--- config.mk ---
export PLATFORM = sky130hd
export DESIGN_NAME = ttps_fifo
export DESIGN_NICKNAME = d
export VERILOG_FILES = /design/src/hw/rtl/ttps_fifo.sv
export SDC_FILE = /design/constraint.sdc
export NUM_CORES = 1
export LEC_CHECK = 0
export BUFFER_PORTS_ARGS = -buffer_cell sky130_fd_sc_hd__buf_2
export CORE_MARGIN = 8
export CORE_UTILIZATION = 45
export CTS_BUF_LIST = sky130_fd_sc_hd__clkbuf_4
export DETAILED_ROUTE_END_ITERATION = 8
export GPL_TIMING_DRIVEN = 0
export PLACE_DENSITY_LB_ADDON = 0.15
export SLEW_MARGIN = 30
export SYNTH_ARGS = -nofsm -noshare
export SYNTH_HDL_FRONTEND = slang
export SYNTH_SLANG_ARGS = --single-unit
--- constraint.sdc ---
create_clock -name clk -period 2.4 [get_ports clk]
set_input_delay 0.48 -clock clk [delete_from_list [all_inputs] [get_ports clk]]
set_output_delay 0.48 -clock clk [all_outputs]
set_load 0.03 [all_outputs]
--- src/hw/rtl/ttps_fifo.sv ---
module ttps_fifo #(
    parameter int WIDTH = 8,
    parameter int DEPTH = 2
) (
    input  logic             clk,
    input  logic             rst_n,
    input  logic             push,
    input  logic [WIDTH-1:0] wdata,
    output logic             full,
    input  logic             pop,
    output logic [WIDTH-1:0] rdata,
    output logic             empty
);

    localparam int PW = $clog2(DEPTH);
    localparam int CW = $clog2(DEPTH + 1);

    logic [WIDTH-1:0] mem_reg [DEPTH];
    logic [PW-1:0]    wr_ptr_reg, wr_ptr_next;
    logic [PW-1:0]    rd_ptr_reg, rd_ptr_next;
    logic [CW-1:0]    count_reg, count_next;
    logic             do_push, do_pop;

    assign full    = (count_reg == CW'(DEPTH));
    assign empty   = (count_reg == '0);
    assign do_push = push && !full;
    assign do_pop  = pop && !empty;
    assign rdata   = mem_reg[rd_ptr_reg];

    always_comb
    begin
        wr_ptr_next = wr_ptr_reg;
        rd_ptr_next = rd_ptr_reg;
        count_next  = count_reg;
        if (do_push)
        begin
            wr_ptr_next = (wr_ptr_reg == PW'(DEPTH - 1)) ? '0 : wr_ptr_reg + 1'b1;
        end
        if (do_pop)
        begin
            rd_ptr_next = (rd_ptr_reg == PW'(DEPTH - 1)) ? '0 : rd_ptr_reg + 1'b1;
        end
        case ({do_push, do_pop})
            2'b10:   count_next = count_reg + 1'b1;
            2'b01:   count_next = count_reg - 1'b1;
            default: count_next = count_reg;
        endcase
    end

    always_ff @(posedge clk or negedge rst_n)
    begin
        if (!rst_n)
        begin
            wr_ptr_reg <= '0;
            rd_ptr_reg <= '0;
            count_reg  <= '0;
        end
        else
        begin
            wr_ptr_reg <= wr_ptr_next;
            rd_ptr_reg <= rd_ptr_next;
            count_reg  <= count_next;
        end
    end

    always_ff @(posedge clk)
    begin
        if (do_push)
        begin
            mem_reg[wr_ptr_reg] <= wdata;
        end
    end

endmodule

==> impl_summary.log <==
INFO  metric outcome = complete, no violations
INFO  metric finalSetupViolations = 0
INFO  metric hold_class = primary input to flip-flop
INFO  metric finalCriticalPeriod = about 1.9 ns
INFO  metric maximum_net_fanout_on_the_critical_path = 9
INFO  metric hold_viol_final = 0
INFO  metric netSwitchingFraction = 37.56%
INFO  metric routed_wire_per_std_cell = roughly 14 µm
INFO  metric cts.htree.levels = 1
INFO  metric power.share.clock = approximately 14%
INFO  metric cp_slowest_stage_delay = 0.36 ns
INFO  metric clk_sink_count = 20
INFO  metric antenna_found_initial = 0
INFO  metric synth_cell_types = 13
INFO  metric critPathRequiredTime = 1.92 ns
INFO  metric cellInternalPower = about 750 µW
INFO  metric multi_input_area = between 150 and 200 µm²
INFO  metric pin_count = 22
INFO  metric drt_drc_violations_left = 0
INFO  metric cts.path.max_buffers = 2
INFO  metric placeableCoreArea = 1670 µm²
INFO  metric rsz0062_at_grt = false
INFO  metric comb_power_share = between 40 and 50%
INFO  metric timing.critical_path.buf_inv = 2
INFO  metric synth_fp_nets = 56
INFO  metric tightest_slew = roughly 0.71 ns
INFO  metric worst_clock_skew = 0.004774 ns
INFO  metric synth_seq_cells = 20
INFO  metric grt_pass1_vias = 438
INFO  metric clk_latency = just under 0.3 ns
INFO  metric synth.yosys.warnings = 0
INFO  metric share_seq_of_total_power = 43.3%
INFO  metric clk_pin_slew_worst_paths = approximately 0.10 ns
INFO  metric cellPowerDensity = 1285 nW/µm²
INFO  metric finalMaxSlewViolations = 0
INFO  metric maxCapViolCount = 0
INFO  metric port_buffers = 21
INFO  metric cts.root.buffer_cell = sky130_fd_sc_hd__clkbuf_4
INFO  metric viasPerCell = 4.826
INFO  metric num_rows = 15
INFO  metric power.net_switching = roughly 450 µW
INFO  metric area_added_between_synthesis_and_finish = 21.56%
INFO  metric overflow_left_after_global_routing = 0
INFO  metric cpMostUsedCell = sky130_fd_sc_hd__buf_2
INFO  metric irDropWorstVdd = about 0.00078 V
INFO  metric synth_sequential_area_ratio = between 70% and 80%
INFO  metric grt_start_max_net_pins = 12
INFO  metric critical_path.cell_chain = buf_2 -> mux2_2 -> buf_2
INFO  metric critical_path.top_delay_family = buffers and inverters
INFO  metric drt.antenna.violating_nets = 0
INFO  metric number_of_flip_flops_in_the_largest_register = 16
INFO  metric cellLeakagePower = a little under 0.4 nW
INFO  metric clock_buffers_created_by_tritoncts = 3
INFO  metric insertedDiodeCount = 0
INFO  metric global_route_wire_length_before_repair = roughly 1900 µm
INFO  metric floorplan.initialDensity = between 40% and 50%
INFO  metric final_net_count = 83
INFO  metric die_x = roughly 57 µm
INFO  metric design.die.area = 3297 µm²
INFO  metric critical_path.slowest_cell = sky130_fd_sc_hd__mux2_2
INFO  metric post-route-util = ~56%
INFO  metric critical_path_endpoint_category = primary output
INFO  metric num-fill-cells = 126
INFO  metric drt-initial-drc-count = 7
INFO  metric drt_pass1_iterations = 4
INFO  metric achievable-frequency = ~0.54 GHz
INFO  metric timing.critical_path.from_type = flip-flop
INFO  metric syn-cell-area = around 770 µm²
INFO  metric path_class = flip-flop to primary output
INFO  metric grt_use_total = 7.524%
INFO  metric cts_tree = done
INFO  metric worstPathArrival = 1.38 ns
INFO  metric max-slew-margin-rel = a little over half
INFO  metric ff_latch_area = approximately 580 µm²
INFO  metric gp_congestion = between 0.7 and 0.8
INFO  metric synth.avg_cell_area = 17.95 µm²
INFO  metric die_y = between 50 and 60 µm
INFO  metric routed_wl = around 1200 µm
INFO  metric drive_gt1_share = between 50 and 60%
INFO  metric synthesized_instance_count = between 40 and 50
INFO  metric min_period_over_period = between 70 and 80%
INFO  metric setup_total_negative_slack = 0 ns
INFO  metric place_hpwl = between 800 and 900 µm
INFO  metric route.vias.total = approximately 420
[power groups by stage]
stage          logic [mW]  clock network [mW]  registers (mW)
3_5_place_dp        0.523                   0           0.530
5_1_grt             0.552               0.187           0.531
2_1_floorplan       0.400                   0           0.523
3_3_place_gp        0.523                   0           0.529
6_report            0.516               0.168           0.523
4_1_cts             0.528               0.176           0.523
[layout make-up]
| class | count | share of cell area (%) |
|---|---|---|
| clock buffer | 4 | 3.200 |
| sequential | 20 | 61.87 |
| timing repair buffer | 22 | 12.27 |
| buffer | 1 | 0.5333 |
| multi-input combinational | 21 | 19.47 |
| inverter | 1 | 0.4000 |
| tap | 17 | 2.267 |
[layout by cell type (no fill, tap or decap), drive strengths merged]
cell type / instances
buf: 22
edfxtp: 16
mux2: 8
clkbuf: 4
dfrtp: 4
nor2: 3
xnor2: 3
xor2: 2
nor2b: 1
nand2b: 1
inv: 1
nand2: 1
and3: 1
ha: 1
dlygate4sd3: 1
[repair_timing]
item | 4_1_cts | 5_1_grt
hold endpoints to repair | 4 | 0
hold buffers | 1 | 0
buffers inserted | 0 | 0
endpoints found under the setup margin | 0 | 0
gates resized for setup | 0 | 0
[per-stage QoR]
stage | std cells | worst slack [ns] | cell area [µm²] | power, mW | hold slack (ns)
final | 86 | 0.5383 | 938.4 | 1.206 | 0.3683
after global routing | 86 | 0.4680 | 938.4 | 1.270 | 0.3565
after CTS | 86 | 0.4987 | 938.4 | 1.227 | 0.3617
after detailed placement | 81 | 0.7791 | 898.4 | 1.054 | 0.2921
after global placement | 81 | 0.7685 | 898.4 | 1.052 | 0.2933
after floorplan | 43 | 0.7656 | 772.0 | 0.9225 | 0.1844
[cell usage after synthesis]
library cell               count  area, µm²
sky130_fd_sc_hd__nand2_1       1      3.750
sky130_fd_sc_hd__nor2_1        3      11.26
sky130_fd_sc_hd__inv_1         1      3.750
sky130_fd_sc_hd__edfxtp_1     16      480.5
sky130_fd_sc_hd__xor2_1        2      17.52
sky130_fd_sc_hd__xnor2_1       3      26.28
sky130_fd_sc_hd__ha_1          1      12.51
sky130_fd_sc_hd__nand2b_1      1      6.260
sky130_fd_sc_hd__mux2_2        8      90.09
sky130_fd_sc_hd__dfrtp_1       4      100.1
sky130_fd_sc_hd__and3_1        1      6.260
sky130_fd_sc_hd__buf_2         1      5.000
sky130_fd_sc_hd__nor2b_2       1      8.760
[path summary, 6_finish.rpt]
kind,slack (ns),startpoint,endpoint,cells past startpoint
hold / removal,0.37,wdata[0],mem_reg[0][0],1
max in group asynchronous,1.77,rst_n,count_reg[1],2
setup reg to reg,0.78,count_reg[0],mem_reg[0][4],3
hold reg to reg,0.50,wr_ptr_reg,wr_ptr_reg,1
setup / recovery,0.54,rd_ptr_reg,rdata[0],3
min in group asynchronous,0.51,rst_n,count_reg[0],2
[routing by layer]
layer / vias up / global-route usage (%) / wire, µm
met3: 2 / 2.915 / 67
li1: 206 / - / -
met5: - / 0 / 0
met4: 0 / 4.286 / 8
met2: 13 / 12.86 / 596
met1: 194 / 7.620 / 525
[cells by family (layout without fill, tap and decap cells)]
family / count (synthesis) / count (layout) / share of synthesized area (%)
adder cells (fa/ha/maj): 1 / 1 / 1.620
AND/OR/NAND/NOR: 7 / 7 / 4.701
buffers and inverters: 2 / 28 / 1.133
flip-flops: 20 / 20 / 75.20
multiplexers: 8 / 8 / 11.67
XOR/XNOR: 5 / 5 / 5.674
Note: power is estimated with default switching activity, not from simulation.
