[src/hw/rtl/ttps_pkg.sv]
package ttps_pkg;

    localparam int MASK_W  = 12;
    localparam int HASH_W  = 64;
    localparam int DEPTH_W = 8;
    localparam int SCORE_W = 16;
    localparam int BOUND_W = 2;
    localparam int MOVE_W  = 8;

    localparam logic OP_PROBE = 1'b0;
    localparam logic OP_STORE = 1'b1;

    localparam logic [BOUND_W-1:0] BOUND_EXACT = 2'd0;
    localparam logic [BOUND_W-1:0] BOUND_UPPER = 2'd1;
    localparam logic [BOUND_W-1:0] BOUND_LOWER = 2'd2;

    typedef struct packed {
        logic                      opcode;
        logic [HASH_W-1:0]         position_hash;
        logic [DEPTH_W-1:0]        search_depth;
        logic signed [SCORE_W-1:0] alpha;
        logic signed [SCORE_W-1:0] beta;
        logic signed [SCORE_W-1:0] store_value;
        logic [BOUND_W-1:0]        store_flags;
        logic [MOVE_W-1:0]         store_move;
        logic                      time_expired;
    } req_t;

    typedef struct packed {
        logic                      tag_hit;
        logic [MOVE_W-1:0]         hit_move;
        logic                      value_valid;
        logic signed [SCORE_W-1:0] result_value;
    } rsp_t;

    typedef struct packed {
        logic                      valid;
        logic [HASH_W-1:0]         tag;
        logic signed [SCORE_W-1:0] value;
        logic [BOUND_W-1:0]        bound;
        logic [DEPTH_W-1:0]        depth;
        logic [MOVE_W-1:0]         move;
    } entry_t;

    localparam int REQ_W   = $bits(req_t);
    localparam int RSP_W   = $bits(rsp_t);
    localparam int ENTRY_W = $bits(entry_t);

endpackage

[src/hw/rtl/ttps_front.sv]
module ttps_front #(
    parameter int TABLE_ENTRIES = 4096
) (
    input  logic                                 clk,
    input  logic                                 rst_n,
    input  logic                                 cfg_we,
    input  logic [ttps_pkg::MASK_W-1:0]          cfg_data,
    input  logic                                 push,
    input  ttps_pkg::req_t                       request,
    output logic                                 full,
    input  logic                                 clearing,
    output logic                                 work_push,
    output logic [ttps_pkg::REQ_W+$clog2(TABLE_ENTRIES):0] work_data,
    input  logic                                 work_full
);

    localparam int IDX_W   = $clog2(TABLE_ENTRIES);
    localparam int MASK_W  = ttps_pkg::MASK_W;
    localparam int SHIFT   = MASK_W + IDX_W;
    localparam int RECIP_W = MASK_W + 1;
    localparam int PROD_W  = MASK_W + RECIP_W;
    localparam int REM_W   = MASK_W + IDX_W + 1;
    localparam logic [63:0] RECIP_FULL =
        ((64'd1 << SHIFT) + 64'(TABLE_ENTRIES) - 64'd1) / 64'(TABLE_ENTRIES);
    localparam logic [RECIP_W-1:0] RECIP = RECIP_W'(RECIP_FULL);
    localparam logic [IDX_W:0]     NUM   = (IDX_W + 1)'(TABLE_ENTRIES);

    logic [MASK_W-1:0] index_mask_reg;
    logic              s1_valid_reg, s1_valid_next;
    ttps_pkg::req_t    s1_req_reg;
    logic [MASK_W-1:0] s1_v_reg;
    logic [MASK_W-1:0] s1_q_reg;
    logic              s1_dis_reg;

    logic              accept;
    logic              advance;
    logic [MASK_W-1:0] masked;
    logic [PROD_W-1:0] prod;
    logic [REM_W-1:0]  qn;
    logic [REM_W-1:0]  rem;
    logic [IDX_W-1:0]  idx;

    assign full      = clearing || (s1_valid_reg && work_full);
    assign accept    = push && !full;
    assign advance   = s1_valid_reg && !work_full;
    assign work_push = advance;

    assign masked = request.position_hash[MASK_W-1:0] & index_mask_reg;
    assign prod   = PROD_W'(masked) * PROD_W'(RECIP);

    assign qn        = REM_W'(s1_q_reg) * REM_W'(NUM);
    assign rem       = REM_W'(s1_v_reg) - qn;
    assign idx       = rem[IDX_W-1:0];
    assign work_data = {s1_dis_reg, idx, s1_req_reg};

    always_comb
    begin
        s1_valid_next = s1_valid_reg;
        if (accept)
        begin
            s1_valid_next = 1'b1;
        end
        else if (advance)
        begin
            s1_valid_next = 1'b0;
        end
    end

    always_ff @(posedge clk or negedge rst_n)
    begin
        if (!rst_n)
        begin
            index_mask_reg <= '0;
            s1_valid_reg   <= 1'b0;
        end
        else
        begin
            if (cfg_we)
            begin
                index_mask_reg <= cfg_data;
            end
            s1_valid_reg <= s1_valid_next;
        end
    end

    always_ff @(posedge clk)
    begin
        if (accept)
        begin
            s1_req_reg <= request;
            s1_v_reg   <= masked;
            s1_q_reg   <= MASK_W'(prod >> SHIFT);
            s1_dis_reg <= (index_mask_reg == '0);
        end
    end

endmodule

[config.mk]
export PLATFORM = sky130hd
export DESIGN_NAME = ttps_front
export DESIGN_NICKNAME = d
export VERILOG_FILES = /design/src/hw/rtl/ttps_pkg.sv /design/src/hw/rtl/ttps_front.sv
export SDC_FILE = /design/constraint.sdc
export NUM_CORES = 1
export LEC_CHECK = 0
export BUFFER_PORTS_ARGS = -buffer_cell sky130_fd_sc_hd__clkbuf_2
export CORE_AREA = 3 3 115 117
export DETAILED_ROUTE_END_ITERATION = 8
export DIE_AREA = 0 0 118 120
export PLACE_DENSITY = 0.71
export SLEW_MARGIN = 20
export SYNTH_ARGS = -nofsm -noshare
export SYNTH_HDL_FRONTEND = slang
export SYNTH_SLANG_ARGS = --single-unit
[constraint.sdc]
create_clock -name clk -period 15.95 [get_ports clk]
set_clock_uncertainty 0.15 [all_clocks]
set_input_delay 1.595 -clock clk [delete_from_list [all_inputs] [get_ports clk]]
set_output_delay 1.595 -clock clk [all_outputs]
set_load 0.01 [all_outputs]
==> out/qor.yml <==
place:
  routabilityCongestion: 0.782
  dpl_worst_slack_ns: 11.81
  numPortBuffers: 296
  placed_cells: 662
  dpl.hpwl_um: 8810
logic_synthesis:
  yosys_warnings: 0
  seq_area_frac_synth_pct: 93.5
  ys_ff_latch: 158
  syn_avg_cell_area_um2: 25.8
  synthTopCellsByArea: "edfxtp_1 87%, dfrtp_1 6.5%, mux2_4 3.0%"
  yosysTopAreaCell: "edfxtp_1"
  netlist-cell-type-count: 13
  syn_area_mm2: 0.00500
  synth_cells: 194
  synth_top_area_share_pct: 87.0
  synth_nets: 344
clock_network:
  cts_root_buffer: "clkbuf_16"
  ctsResizeCount: 0
  cts_buffers: 17
  post-cts-setup-buffer-count: 0
  postCtsHoldBufs: 0
  cts_sinks: 158
  clk_latency_ns: 0.40
  path_clk_slew_ns: 0.05
  h-tree-depth: 4
  cts_tree: "yes"
  clock_path_buffers: 2
timing:
  grt_setup_unrepaired: "false"
  period_share_pct: 23.6
  period_needed_ns: 3.77
  fmax_mhz: 265
  timing.hold.ws_ns: 0.392
  slew_violations: 0
  tns_ns: 0
  slew_headroom_pct: 31.0
  max_slew.worst_pin.slew_ns: 1.04
  setup_viol_count_final: 0
  hold_violations: 0
  fin_ws_ns: 12.18
worst_setup_path:
  crit_arrival_ns: 2.02
  slowest_delay_ns: 0.14
  cp.depth: 4
  cp-start-kind: "primary input"
  cp_num_buf_inv: 2
  r2r_cells: 3
  cp_cell_sequence: "clkbuf_2 -> nand2_1 -> nand2b_1 -> clkbuf_2"
  crit_path_top_delay_cell: "clkbuf_2"
  crit_family: "buffers and inverters"
  cp-end-kind: "output port"
  cp_max_fo: 3
  cp.required_ns: 14.21
  path_class: "in2out"
  crit_top_cell: "clkbuf_2"
global_route:
  overflow: 0
  grt_pass1_vias: 3179
  grt_util_all_layers_pct: 16.2
  antenna_found_initial: 0
  grt_max_degree: 87
  grt_pass1_wl_um: 17000
die:
  die-height_um: 120
  initial_core_util_pct: 40.1
  die-area_mm2: 0.0142
  row_count: 41
  io_pins: 297
  die_w_um: 118
  core_area_mm2: 0.0125
routing:
  wl_um: 11500
  dr.pass1.iters: 5
  ant_nets: 0
  num_vias: 3048
  via_per_inst: 4.42
  drt_iter0_markers: 141
  avgRoutedWirePerCell_um: 16.7
  drcViolationCount: 0
run_status:
  outcome: "finished, final reports clean"
final_layout:
  fin_cells: 690
  largest_reg_flops: 132
  fill_cells: 973
  multi_input_area_um2: 315
  diodes: 0
  syn_to_final_growth_pct: 43.8
  register_area_mm2: 0.00468
  nets: 659
  layout-drive-gt1-share_pct: 64.5
power_and_ir_drop:
  powerDensity_mw_per_mm2: 122
  ir_drop_uv: 66.8
  power_leakage_uw: 0.00312
flow_run:
  cap_violations: 0
hold_path:
  worst_hold_path_type: "reg2reg"
  hold_depth: 1
path summary, 6_finish.rpt:
| kind | start | to | slack (ns) |
|---|---|---|---|
| max reg2reg | s1_valid_reg | work_data[24] | 13.27 |
| min in group asynchronous | rst_n | index_mask_reg[2] | 0.93 |
| min reg2reg | index_mask_reg[4] | index_mask_reg[4] | 0.39 |
| min | index_mask_reg[4] | index_mask_reg[4] | 0.39 |
| max | work_full | full | 12.18 |
| max in group asynchronous | rst_n | index_mask_reg[4] | 14.47 |
power breakdown:
part | switching (uW) | internal [uW]
logic | 30.6 | 28.5
clock network | 141 | 193
registers | 7.22 | 476
total | 179 | 698
per-stage QoR:
step	utilization (%)	area [um^2]	power, uW
floorplan	-	5000	517
global route	57.7	7190	912
global placement	53.8	6710	550
finish	57.7	7190	877
detailed placement	53.8	6710	552
CTS	57.7	7190	888
area by class of cell:
| type | count | area share [%] |
|---|---|---|
| clock buffer | 20 | 6.07 |
| clock inverter | 8 | 0.678 |
| multi-input combinational | 34 | 4.38 |
| sequential | 158 | 65.1 |
| tap | 172 | 2.99 |
| timing repair buffer | 298 | 20.8 |
cells in the mapped netlist:
library cell / n
edfxtp_1: 145
dfrtp_1: 13
and2_1: 12
mux2_4: 10
nor4_1: 3
mux2_2: 2
nand2_1: 2
nand2b_1: 2
a21oi_1: 1
and3_1: 1
buf_4: 1
buf_6: 1
nor2b_1: 1
kinds of logic after synthesis:
family / count (synthesis) / share of synthesized area, %
flip-flops: 158 / 93.5
AND/OR/NAND/NOR: 21 / 2.53
multiplexers: 12 / 3.45
AO/OA/AOI/OAI: 1 / 0.100
buffers and inverters: 2 / 0.375
cells in the final DEF (no fill, tap or decap):
| master | Yosys | routed |
|---|---|---|
| clkinv_2 | 0 | 2 |
| clkbuf_2 | 0 | 296 |
| clkinvlp_4 | 0 | 3 |
| nand2_1 | 2 | 2 |
| clkbuf_16 | 0 | 17 |
| dfrtp_1 | 13 | 13 |
| clkinv_4 | 0 | 1 |
| buf_4 | 1 | 2 |
| nand2b_1 | 2 | 2 |
| edfxtp_1 | 145 | 145 |
| and3_1 | 1 | 1 |
| clkinv_1 | 0 | 2 |
| and2_1 | 12 | 12 |
| a21oi_4 | 0 | 1 |
| mux2_4 | 10 | 10 |
| mux2_2 | 2 | 2 |
| nor4_1 | 3 | 3 |
| nor2b_1 | 1 | 1 |
| clkbuf_1 | 0 | 3 |
metal layers:
layer  track usage, %  up-vias  part of all wire, %
met3             7.02       20                  8.8
met1             18.0     1469                   37
met2             27.4      172                   52
met5                0        -                    0
li1                 -     1387                    -
met4             7.03        0                  2.5
(Power assumes the default switching activity.)
